### config.mk
export PLATFORM = sky130hd
export DESIGN_NAME = gst_ctrl
export DESIGN_NICKNAME = d
export VERILOG_FILES = /design/src/rtl/gst_pkg.sv /design/src/rtl/gst_ctrl.sv
export SDC_FILE = /design/constraint.sdc
export NUM_CORES = 1
export LEC_CHECK = 0
export BUFFER_PORTS_ARGS = -buffer_cell sky130_fd_sc_hd__clkbuf_2
export CORE_AREA = 5 5 42 44
export CTS_CLUSTER_SIZE = 12
export DETAILED_ROUTE_END_ITERATION = 16
export DIE_AREA = 0 0 47 49
export PLACE_DENSITY = 0.56
export SLEW_MARGIN = 20
export SYNTH_ARGS = -nofsm -noshare
export SYNTH_HDL_FRONTEND = slang
export SYNTH_SLANG_ARGS = --single-unit
### constraint.sdc
create_clock -name i_clk -period 1.1 [get_ports i_clk]
set_input_delay 0.055 -clock i_clk [delete_from_list [all_inputs] [get_ports i_clk]]
set_output_delay 0.055 -clock i_clk [all_outputs]
set_load 0.01 [all_outputs]
### src/rtl/gst_pkg.sv
// Shared types and constants for the generational slot table.
// Used by gst_ctrl, gst_datapath and generational_slot_table; depends on nothing.
package gst_pkg;

    localparam int SLOTS        = 256;
    localparam int SLOT_W       = (SLOTS > 1) ? $clog2(SLOTS) : 1;
    localparam int PAYLOAD_BITS = 64;
    localparam int CNT_W        = 9;
    localparam int MODE_W       = 3;
    localparam int INDEX_W      = 16;
    localparam int GEN_W        = 32;
    localparam int PAY_PORT_W   = 64;

    localparam logic [SLOT_W-1:0] SLOT_LAST = SLOT_W'(SLOTS - 1);

    localparam logic [MODE_W-1:0] MODE_ACTIVATE = 3'd0;
    localparam logic [MODE_W-1:0] MODE_RELEASE  = 3'd1;
    localparam logic [MODE_W-1:0] MODE_CONTAINS = 3'd2;
    localparam logic [MODE_W-1:0] MODE_IDENTITY = 3'd3;
    localparam logic [MODE_W-1:0] MODE_PUBLISH  = 3'd4;
    localparam logic [MODE_W-1:0] MODE_QUERY    = 3'd5;
    localparam logic [MODE_W-1:0] MODE_ISSUE    = 3'd6;
    localparam logic [MODE_W-1:0] MODE_CLEAR    = 3'd7;

    // Commands from the controller to the datapath.
    typedef struct packed {
        logic capture;
        logic execute;
        logic ok;
        logic wr_gen;
        logic clr_live;
        logic inc_live;
        logic dec_live;
        logic wr_pay;
        logic inc_pub;
        logic dec_pub;
        logic show_id;
        logic show_pay;
        logic show_issue;
        logic step_gen;
        logic clear_all;
        logic wipe;
    } t_cmd;

    // Status of the captured transaction and its slot, back to the controller.
    typedef struct packed {
        logic [MODE_W-1:0] mode;
        logic              gen_nz;
        logic              in_range;
        logic              live;
        logic              gen_eq;
        logic              pub;
        logic              act;
        logic              wipe_last;
    } t_status;

endpackage

### src/rtl/gst_ctrl.sv
// Controller of the generational slot table: a small sequencer that turns
// slot status into update commands and runs the clearing pass. Depends on gst_pkg.
module gst_ctrl (
    input  logic             i_clk,
    input  logic             i_rst_n,
    input  logic             start,
    output logic             busy,
    input  gst_pkg::t_status i_status,
    output gst_pkg::t_cmd    o_cmd
);

    localparam logic [1:0] ST_IDLE = 2'd0;
    localparam logic [1:0] ST_EXEC = 2'd1;
    localparam logic [1:0] ST_WIPE = 2'd2;

    logic [1:0] r_state;
    logic [1:0] n_state;
    logic       w_held;

    // Reset enters the clearing pass so that every slot starts free.
    always_ff @(posedge i_clk) begin
        if (!i_rst_n) begin
            r_state <= ST_WIPE;
        end else begin
            r_state <= n_state;
        end
    end

    always_comb begin
        unique case (r_state)
            ST_IDLE: n_state = start ? ST_EXEC : ST_IDLE;
            ST_EXEC: n_state = (i_status.mode == gst_pkg::MODE_CLEAR) ? ST_WIPE : ST_IDLE;
            ST_WIPE: n_state = i_status.wipe_last ? ST_IDLE : ST_WIPE;
            default: n_state = ST_IDLE;
        endcase
    end

    assign busy = (r_state != ST_IDLE);

    // A handle is held when it is valid, in range and its slot carries exactly that generation.
    assign w_held = i_status.gen_nz && i_status.in_range && i_status.live && i_status.gen_eq;

    always_comb begin
        o_cmd         = '0;
        o_cmd.capture = (r_state == ST_IDLE) && start;
        o_cmd.wipe    = (r_state == ST_WIPE);
        if (r_state == ST_EXEC) begin
            o_cmd.execute = 1'b1;
            unique case (i_status.mode)
                gst_pkg::MODE_ACTIVATE: begin
                    o_cmd.ok       = i_status.gen_nz && i_status.in_range;
                    o_cmd.wr_gen   = o_cmd.ok;
                    o_cmd.inc_live = o_cmd.ok && !i_status.live;
                    o_cmd.dec_pub  = o_cmd.ok && i_status.live && !i_status.gen_eq
                                     && i_status.pub;
                end
                gst_pkg::MODE_RELEASE: begin
                    o_cmd.ok       = w_held;
                    o_cmd.clr_live = w_held;
                    o_cmd.dec_live = w_held;
                    o_cmd.dec_pub  = w_held && i_status.pub;
                end
                gst_pkg::MODE_CONTAINS: begin
                    o_cmd.ok = w_held;
                end
                gst_pkg::MODE_IDENTITY: begin
                    o_cmd.ok      = i_status.in_range && i_status.live;
                    o_cmd.show_id = o_cmd.ok;
                end
                gst_pkg::MODE_PUBLISH: begin
                    o_cmd.ok      = w_held && i_status.act;
                    o_cmd.wr_pay  = o_cmd.ok;
                    o_cmd.inc_pub = o_cmd.ok && !i_status.pub;
                end
                gst_pkg::MODE_QUERY: begin
                    o_cmd.ok       = w_held && i_status.pub;
                    o_cmd.show_pay = o_cmd.ok;
                end
                gst_pkg::MODE_ISSUE: begin
                    o_cmd.ok         = 1'b1;
                    o_cmd.show_issue = 1'b1;
                    o_cmd.step_gen   = 1'b1;
                end
                gst_pkg::MODE_CLEAR: begin
                    o_cmd.ok        = 1'b1;
                    o_cmd.clear_all = 1'b1;
                end
                default: o_cmd.ok = 1'b0;
            endcase
        end
    end

    a_exec_one_cycle: assert property (@(posedge i_clk) disable iff (!i_rst_n)
        (r_state == ST_EXEC) |=> (r_state != ST_EXEC))
        else $error("execution lasted more than one cycle");

    a_live_inc_dec: assert property (@(posedge i_clk) disable iff (!i_rst_n)
        !(o_cmd.inc_live && o_cmd.dec_live))
        else $error("live count raised and lowered together");

    a_write_in_range: assert property (@(posedge i_clk) disable iff (!i_rst_n)
        (o_cmd.wr_gen || o_cmd.wr_pay) |-> i_status.in_range)
        else $error("slot written outside the table");

    a_capture_when_idle: assert property (@(posedge i_clk) disable iff (!i_rst_n)
        o_cmd.capture |-> !busy)
        else $error("transaction captured while busy");

endmodule

==> results.json, run 1 <==
{
  "outcome": "complete, but fails checks",
  "violations": "negative setup slack",
  "hp-start": "i_rst_n",
  "drive_gt1_frac": 0.768,
  "final_common_cell": "clkbuf_2",
  "cts_tree": "built",
  "area_delta_synth_final_pct": 128,
  "critPathKind": "reg -> out",
  "gp_congestion": 0.874,
  "arrival_ns": 1.30,
  "clock_latency_ns": 0.22,
  "cts_buffers": 3,
  "worst_clock_skew_ns": 0.000549,
  "via_per_inst": 4.73,
  "num-fill-cells": 139,
  "endpoint_kind": "output pin",
  "max-vdd-ir-drop_v": 0.000212,
  "nets": 97,
  "hold_class": "in -> reg",
  "grt_pass1_wl_um": 1860,
  "gr-total-overflow": 0,
  "first_iter_violations": 2,
  "top_register": "r_state",
  "largestRegisters": "r_state (2)",
  "slew_headroom": 0.835,
  "cp-start-kind": "flip-flop",
  "p_per_area_nw_per_um2": 547,
  "min_period_over_period": 1.24,
  "dpl.hpwl_um": 879,
  "setup_viol": 16,
  "rr_worst_depth": 5,
  "fmax_mhz": 735,
  "fin_util": 0.513,
  "antennaDiodeCount": 0,
  "drt-pass1-iter-count": 2,
  "grtUsageTotal": 0.106,
  "drc": 0,
  "ios": 30,
  "synth_cell_types": 26,
  "multi_input_area_um2": 319,
  "cts.sinks": 2,
  "ant_nets": 0,
  "synthCells": 44,
  "endpoint": "o_cmd[7]",
  "ff2ff_setup_slack_ns": -0.09,
  "wl_um": 1250,
  "dp_cells": 90,
  "grt_start_max_net_pins": 10,
  "use_met2": 0.181,
  "rsz0062_at_grt": "true",
  "crit_start": "r_state[0]",
  "period_minus_slack_ns": 1.36,
  "timing.hold.ws_ns": 0.0182,
  "fp.dieW_um": 47,
  "rows": 14,
  "setup_tns_ns": -2.67,
  "tightest_slew_ns": 0.246,
  "met1_usage": 0.116,
  "die_h_um": 49,
  "cts_max_level": 1,
  "crit_fanout": 4,
  "coreArea_um2": 1400,
  "synth_seq_cells": 2,
  "vias": 464,
  "leakage_nw": 0.350,
  "worstPathRequired_ns": 1.04,
  "largest_reg_flops": 2,
  "reg2reg_to": "r_state[1]",
  "grt_pass1_vias": 461,
  "syn-cell-area_um2": 315,
  "syn_avg_cell_area_um2": 7.17,
  "dieArea_um2": 2300,
  "finalNonFillerCells": 98,
  "busiest_layer": "met2",
  "finalMaxSlewViolations": 0,
  "r2r-start": "r_state[0]",
  "mostFrequentLayoutCells": "clkbuf_2 (13), buf_6 (11), buf_2 (8)",
  "hold_viol_final": 0,
  "start_util": 0.225,
  "synthesis.nets": 57,
  "routedWlPerCell_um": 12.8,
  "met3_usage": 0.0221,
  "yosys_warnings": 0,
  "fin_ws_ns": -0.260,
  "cap_violations": 0,
  "grt_antenna_before_repair": 0,
  "clockRootBuffer": "clkbuf_4",
  "cts_hold_buffers": 0,
  "regArea_um2": 45.0,
  "clk_transition_reported_paths_ns": 0.03,
  "yosysSeqAreaShare": 0.127,
  "portBuffers": 29,
  "cts_buffer_depth": 2
}
-- layer usage --
metal / wire length, µm / share of wire
met2: 680 / 0.54
met4: 18 / 0.014
met5: 0 / 0
met1: 469 / 0.37
met3: 84 / 0.067
-- power by group --
| group | leakage [nW] | switching (mW) | internal [mW] |
|---|---|---|---|
| clock | 0.0138 | 0.0423 | 0.120 |
| sequential | 0.0172 | 0.00656 | 0.0775 |
| combinational | 0.319 | 0.0746 | 0.0724 |
-- through the flow --
step	instance area (µm²)	worst slack, ns	total power [mW]
2_1_floorplan	338	0.00717	0.141
3_5_place_dp	518	-0.0613	0.194
4_1_cts	584	-0.294	0.380
3_3_place_gp	518	-0.0391	0.193
6_report	719	-0.260	0.394
5_1_grt	719	-0.322	0.431
-- synthesized netlist by cell type --
library cell	n	share of area
nor2_1	4	0.048
buf_2	3	0.048
inv_1	3	0.036
nor3b_2	3	0.12
a21oi_1	2	0.032
and2_1	2	0.040
buf_4	2	0.048
dfxtp_1	2	0.13
nand2_1	2	0.024
nand3_1	2	0.032
nor2b_1	2	0.040
nor3_1	2	0.032
o31ai_1	2	0.048
a31o_2	1	0.028
a31oi_1	1	0.020
and2b_1	1	0.024
and3_1	1	0.020
and4_1	1	0.028
nand2b_1	1	0.020
nand4_2	1	0.040
nand4b_1	1	0.028
nor2b_2	1	0.028
nor4_1	1	0.020
o221ai_1	1	0.028
or2_1	1	0.020
xor2_1	1	0.028
-- area by class of cell --
cell class | instances | area share
multi-input combinational | 34 | 0.443
timing repair buffer | 40 | 0.419
sequential | 2 | 0.0626
clock buffer | 3 | 0.0313
tap | 16 | 0.0278
inverter | 3 | 0.0157
-- how the worst min path moves through the flow --
stage                       endpoint  slack [ns]  cells past startpoint
after floorplan           r_state[1]        0.13                      1
after global placement    r_state[1]        0.25                      2
after detailed placement  r_state[1]        0.26                      2
after CTS                 r_state[1]        0.03                      2
after global routing      r_state[1]        0.02                      2
final                     r_state[1]        0.02                      2
-- critical path, cell delays in order (launching register included) --
cell     delay [ns]
dfxtp_2        0.34
nor3b_4        0.19
buf_4          0.14
and3_4         0.18
and2_4         0.13
buf_6          0.09
-- cell families after synthesis --
logic type	share of synthesized area
buffers and inverters	0.131
AO/OA/AOI/OAI	0.155
AND/OR/NAND/NOR	0.560
XOR/XNOR	0.0278
flip-flops	0.127
-- repair_timing --
action                                  4_1_cts  5_1_grt
gates resized for setup                       7       38
pin swaps                                     6        6
endpoints found under the setup margin       15       18
buffers inserted                              3        3
No activity file was read; power rests on OpenSTA's default activity.
==> inputs of run 2 (changes only) <==
--- a/config.mk
+++ b/config.mk
@@ -6,10 +6,10 @@
 export NUM_CORES = 1
 export LEC_CHECK = 0
 export BUFFER_PORTS_ARGS = -buffer_cell sky130_fd_sc_hd__clkbuf_2
-export CORE_AREA = 5 5 42 44
+export CORE_AREA = 8 8 45 47
 export CTS_CLUSTER_SIZE = 12
 export DETAILED_ROUTE_END_ITERATION = 16
-export DIE_AREA = 0 0 47 49
+export DIE_AREA = 0 0 53 55
 export PLACE_DENSITY = 0.56
 export SLEW_MARGIN = 20
 export SYNTH_ARGS = -nofsm -noshare
==> run 2 against run 1 <==
Effect of this change:
- the run still ends with negative setup slack left
- via count down 2.2%
- routed wire length shrank 1.0%
- critical path depth did not move
- cell count decreased by 4.1%
- worst hold slack improved by 0.0054 ns
- clock-buffer cell count unchanged
- flip-flop and latch count did not move
- clock skew increased by 0.0014 ns
- largest cell class unchanged
==> results.json, run 2 (same netlist as run 1, synthesis figures left out) <==
{
  "grt_antenna_before_repair": 0,
  "dieArea_um2": 2920,
  "portBuffers": 29,
  "grt_pass1_vias": 432,
  "drc": 0,
  "coreArea_um2": 1380,
  "largest_reg_flops": 2,
  "power_mw": 0.373,
  "grtUsageTotal": 0.0791,
  "clk_transition_reported_paths_ns": 0.03,
  "dp_cells": 90,
  "start_util": 0.228,
  "path_cells": "nor3b_4 > buf_4 > and3_4 > and2_4 > buf_6",
  "cp-start-kind": "flip-flop",
  "fin_util": 0.452,
  "critPathKind": "reg -> out",
  "cts_max_level": 1,
  "ant_nets": 0,
  "grt_pass1_wl_um": 1770,
  "fmax_mhz": 734,
  "endpoint_kind": "output pin",
  "ios": 30,
  "mostFrequentLayoutCells": "clkbuf_2 (20), buf_6 (7), buf_4 (5)",
  "critPathBufInv": 2,
  "drive_gt1_frac": 0.718,
  "area_delta_synth_final_pct": 98.4,
  "max-vdd-ir-drop_v": 0.000161,
  "nets": 93,
  "drt-pass1-iter-count": 4,
  "worst_clock_skew_ns": 0.00196,
  "cts_buffer_depth": 2,
  "rsz0062_at_grt": "true",
  "violations": "negative setup slack",
  "leakage_nw": 0.303,
  "cts_tree": "built",
  "routedWlPerCell_um": 13.2,
  "setup_viol": 14,
  "finalMaxSlewViolations": 0,
  "dpl.hpwl_um": 1010,
  "gp_congestion": 0.771,
  "clockRootBuffer": "clkbuf_4",
  "p_per_area_nw_per_um2": 597,
  "clock_latency_ns": 0.23,
  "grt_start_max_net_pins": 10,
  "vias": 454,
  "hold_viol_final": 0,
  "cts_buffers": 3,
  "cap_violations": 0,
  "largestRegisters": "r_state (2)",
  "first_iter_violations": 4,
  "cp_slowest_cell": "dfxtp_2",
  "dpl-instance-area_um2": 518,
  "antennaDiodeCount": 0,
  "die_h_um": 55,
  "rows": 14,
  "period_minus_slack_ns": 1.36,
  "cts_hold_buffers": 0,
  "worstPathRequired_ns": 1.04,
  "gr-total-overflow": 0,
  "fin_ws_ns": -0.262,
  "top_register": "r_state",
  "crit_family": "simple AND/OR/NAND/NOR gates",
  "arrival_ns": 1.31,
  "tightest_slew_ns": 0.293,
  "cts.sinks": 2,
  "final_common_cell": "clkbuf_2",
  "fp.dieW_um": 53,
  "crit_fanout": 4,
  "finalNonFillerCells": 94,
  "slowest_delay_ns": 0.34,
  "slew_headroom": 0.804,
  "hold_class": "in -> reg",
  "via_per_inst": 4.83,
  "setup_tns_ns": -2.17,
  "outcome": "complete, but fails checks",
  "final_cell_area_um2": 626,
  "wl_um": 1240,
  "min_period_over_period": 1.24
}
[run 2: final cells by class]
class,instances,area [µm²]
tap,16,20.0
fill,156,758
clock buffer,3,22.5
multi-input combinational,34,293
inverter,3,11.3
sequential,2,42.5
timing repair buffer,36,236
[run 2: metal layers]
metal | vias to the layer above | share of wire | track usage
met1 | 213 | 0.41 | 0.0847
met5 | - | 0 | 0
met2 | 17 | 0.52 | 0.141
li1 | 224 | - | -
met4 | 0 | 0 | 0.0517
met3 | 0 | 0.073 | 0.0134
[run 2: where the power goes]
group	total [mW]	internal [mW]	switching (mW)
Combinational	0.116	0.0526	0.0635
Clock	0.172	0.121	0.0511
Sequential	0.0850	0.0783	0.00664
Total	0.373	0.252	0.121
[run 2: timing repair]
| action | 4_1_cts | 5_1_grt |
|---|---|---|
| endpoints found under the setup margin | 14 | 14 |
| pin swaps | 3 | 5 |
| setup buffers | 0 | 1 |
| resized for setup | 5 | 22 |
[run 2: metrics by stage]
stage          setup slack (ns)  hold slack (ns)
3_3_place_gp            -0.0144            0.258
3_5_place_dp            -0.0486            0.253
2_1_floorplan           0.00717            0.134
4_1_cts                  -0.294           0.0160
6_report                 -0.262           0.0236
5_1_grt                  -0.326           0.0387
[run 2: final timing paths]
kind              start         end  slack [ns]  cells after the start
max          r_state[1]    o_cmd[7]       -0.26                      5
min             i_rst_n  r_state[1]        0.02                      2
max reg2reg  r_state[0]  r_state[1]        0.15                      3
min reg2reg  r_state[1]  r_state[1]        0.64                      2
==> inputs of run 3 (changes only) <==
--- a/config.mk
+++ b/config.mk
@@ -10,6 +10,7 @@
 export CTS_CLUSTER_SIZE = 12
 export DETAILED_ROUTE_END_ITERATION = 16
 export DIE_AREA = 0 0 53 55
+export HOLD_SLACK_MARGIN = 0.12
 export PLACE_DENSITY = 0.56
 export SLEW_MARGIN = 20
 export SYNTH_ARGS = -nofsm -noshare
==> constraint.sdc (replaced) <==
create_clock -name i_clk -period 1.1 [get_ports i_clk]
set_input_delay 0.11 -clock i_clk [delete_from_list [all_inputs] [get_ports i_clk]]
set_output_delay 0.11 -clock i_clk [all_outputs]
set_load 0.01 [all_outputs]
==> run 3 against run 2 <==
Effect of this change:
- the run still ends with negative setup slack left
- fmax is 5.0% lower
- non-clock buffer count is 13 higher
- die area stayed put
- final area is 16% higher
- critical path depth stayed put
- critical path type unchanged
- register-to-register slack worse by 0.05 ns
- power is 13% higher
==> results.json, run 3 (same netlist as run 1, synthesis figures left out) <==
{
  "place_ws_ns": -0.102,
  "first_iter_violations": 7,
  "wl_um": 1420,
  "mostFrequentLayoutCells": "buf_4 (15), clkbuf_2 (14), buf_2 (10)",
  "cp_slowest_cell": "dfxtp_4",
  "rows": 14,
  "cts_buffer_depth": 2,
  "final_common_cell": "buf_4",
  "cp-start-kind": "flip-flop",
  "start_util": 0.228,
  "portBuffers": 29,
  "p_per_area_nw_per_um2": 580,
  "outcome": "complete, but fails checks",
  "cts.sinks": 2,
  "rr_worst_depth": 4,
  "grt_start_max_net_pins": 9,
  "coreArea_um2": 1380,
  "finalMaxSlewViolations": 0,
  "die_h_um": 55,
  "setup_tns_ns": -3.54,
  "clockRootBuffer": "clkbuf_4",
  "cts_buffers": 3,
  "drive_gt1_frac": 0.692,
  "leakage_nw": 0.377,
  "endpoint_kind": "output pin",
  "hold_viol_final": 0,
  "top_register": "r_state",
  "arrival_ns": 1.32,
  "r2r-start": "r_state[1]",
  "tightest_slew_ns": 0.196,
  "clock_latency_ns": 0.24,
  "final_cell_area_um2": 724,
  "hold_class": "in -> reg",
  "finalNonFillerCells": 107,
  "max-vdd-ir-drop_v": 0.000251,
  "num-fill-cells": 131,
  "nets": 106,
  "rsz0062_at_grt": "true",
  "dpl.hpwl_um": 1040,
  "grt_pass1_wl_um": 2140,
  "via_per_inst": 4.62,
  "period_minus_slack_ns": 1.43,
  "clk_transition_reported_paths_ns": 0.04,
  "routedWlPerCell_um": 13.2,
  "ff2ff_setup_slack_ns": 0.10,
  "crit_fanout": 3,
  "worst_clock_skew_ns": 0.00203,
  "cts_max_level": 1,
  "fmax_mhz": 697,
  "gp_congestion": 0.755,
  "largestRegisters": "r_state (2)",
  "grt_pass1_vias": 492,
  "drc": 0,
  "grtUsageTotal": 0.102,
  "min_period_over_period": 1.30,
  "ios": 30,
  "cts_tree": "built",
  "hp-start": "start",
  "fin_ws_ns": -0.334,
  "ant_nets": 0,
  "setup_viol": 16,
  "slew_headroom": 0.868,
  "cap_violations": 0,
  "critPathKind": "reg -> out",
  "reg2reg_to": "r_state[0]",
  "dieArea_um2": 2920,
  "grt_antenna_before_repair": 0,
  "worstPathRequired_ns": 0.99,
  "dp_cells": 97,
  "drt-pass1-iter-count": 4,
  "whs_path_depth": 4,
  "slowest_delay_ns": 0.35,
  "largest_reg_flops": 2,
  "dpl-instance-area_um2": 578,
  "violations": "negative setup slack",
  "hold_path_end": "r_state[0]",
  "fp.dieW_um": 53,
  "path_cells": "nor3b_4 > buf_4 > and3_4 > and2_1 > buf_2",
  "antennaDiodeCount": 0,
  "vias": 494,
  "area_delta_synth_final_pct": 130,
  "gr-total-overflow": 0
}
==> run 3: changes by cell type in the layout (fill, tap and decap cells not counted), moves of 2 or more <==
cell           previous run  this run
buf_2                     4        10
buf_4                     5        15
clkbuf_2                 20        14
dlygate4sd3_1             0         2
==> run 3: how the worst max path moves through the flow <==
stage / startpoint / end / slack (ns) / cells past startpoint
floorplan: r_state[0] / o_cmd[11] / -0.02 / 4
global placement: r_state[1] / o_cmd[13] / -0.07 / 5
detailed placement: r_state[1] / o_cmd[13] / -0.10 / 5
CTS: r_state[1] / o_cmd[13] / -0.34 / 5
global route: r_state[0] / o_cmd[13] / -0.40 / 5
finish: r_state[1] / o_cmd[7] / -0.33 / 5
==> run 3: where the power goes <==
group / internal, mW / leakage [nW] / total (mW) / switching (mW)
Combinational: 0.0803 / 0.346 / 0.150 / 0.0697
Clock: 0.122 / 0.0138 / 0.187 / 0.0646
Sequential: 0.0773 / 0.0172 / 0.0835 / 0.00614
==> run 3: final cells by class <==
type / instances / area [µm²] / share of cell area
inverters: 3 / 11.3 / 0.0155
multi-input cells: 34 / 283 / 0.390
well taps: 16 / 20.0 / 0.0276
repair buffers: 49 / 343 / 0.473
clock buffers: 3 / 22.5 / 0.0311
flip-flops and latches: 2 / 45.0 / 0.0622
==> run 3: layer usage <==
metal	vias up	GRT usage	part of all wire
met5	-	0	0
met4	0	0.0819	0.026
met1	219	0.109	0.37
li1	249	-	-
met2	21	0.152	0.50
met3	5	0.0455	0.10
==> run 3: worst max-delay path: cells and delay by family, from the launching register on <==
family        cells  cell delay, ns
simple gates      3            0.46
flops             1            0.35
buf+inv           2            0.26
==> run 3: per-stage QoR <==
stage	power, mW	hold slack, ns	util
after floorplan	0.142	0.188	-
after global placement	0.214	0.307	0.418
after detailed placement	0.213	0.293	0.418
after CTS	0.420	0.221	0.480
after global routing	0.446	0.249	0.524
final	0.420	0.231	0.524
==> run 3: repair_timing <==
item / 4_1_cts / 5_1_grt
pin swaps: 4 / 1
endpoints found under the hold margin: 2 / 0
gates resized for setup: 7 / 22
buffers inserted: 2 / 3
endpoints found under the setup margin: 15 / 17
hold buffers: 2 / 0
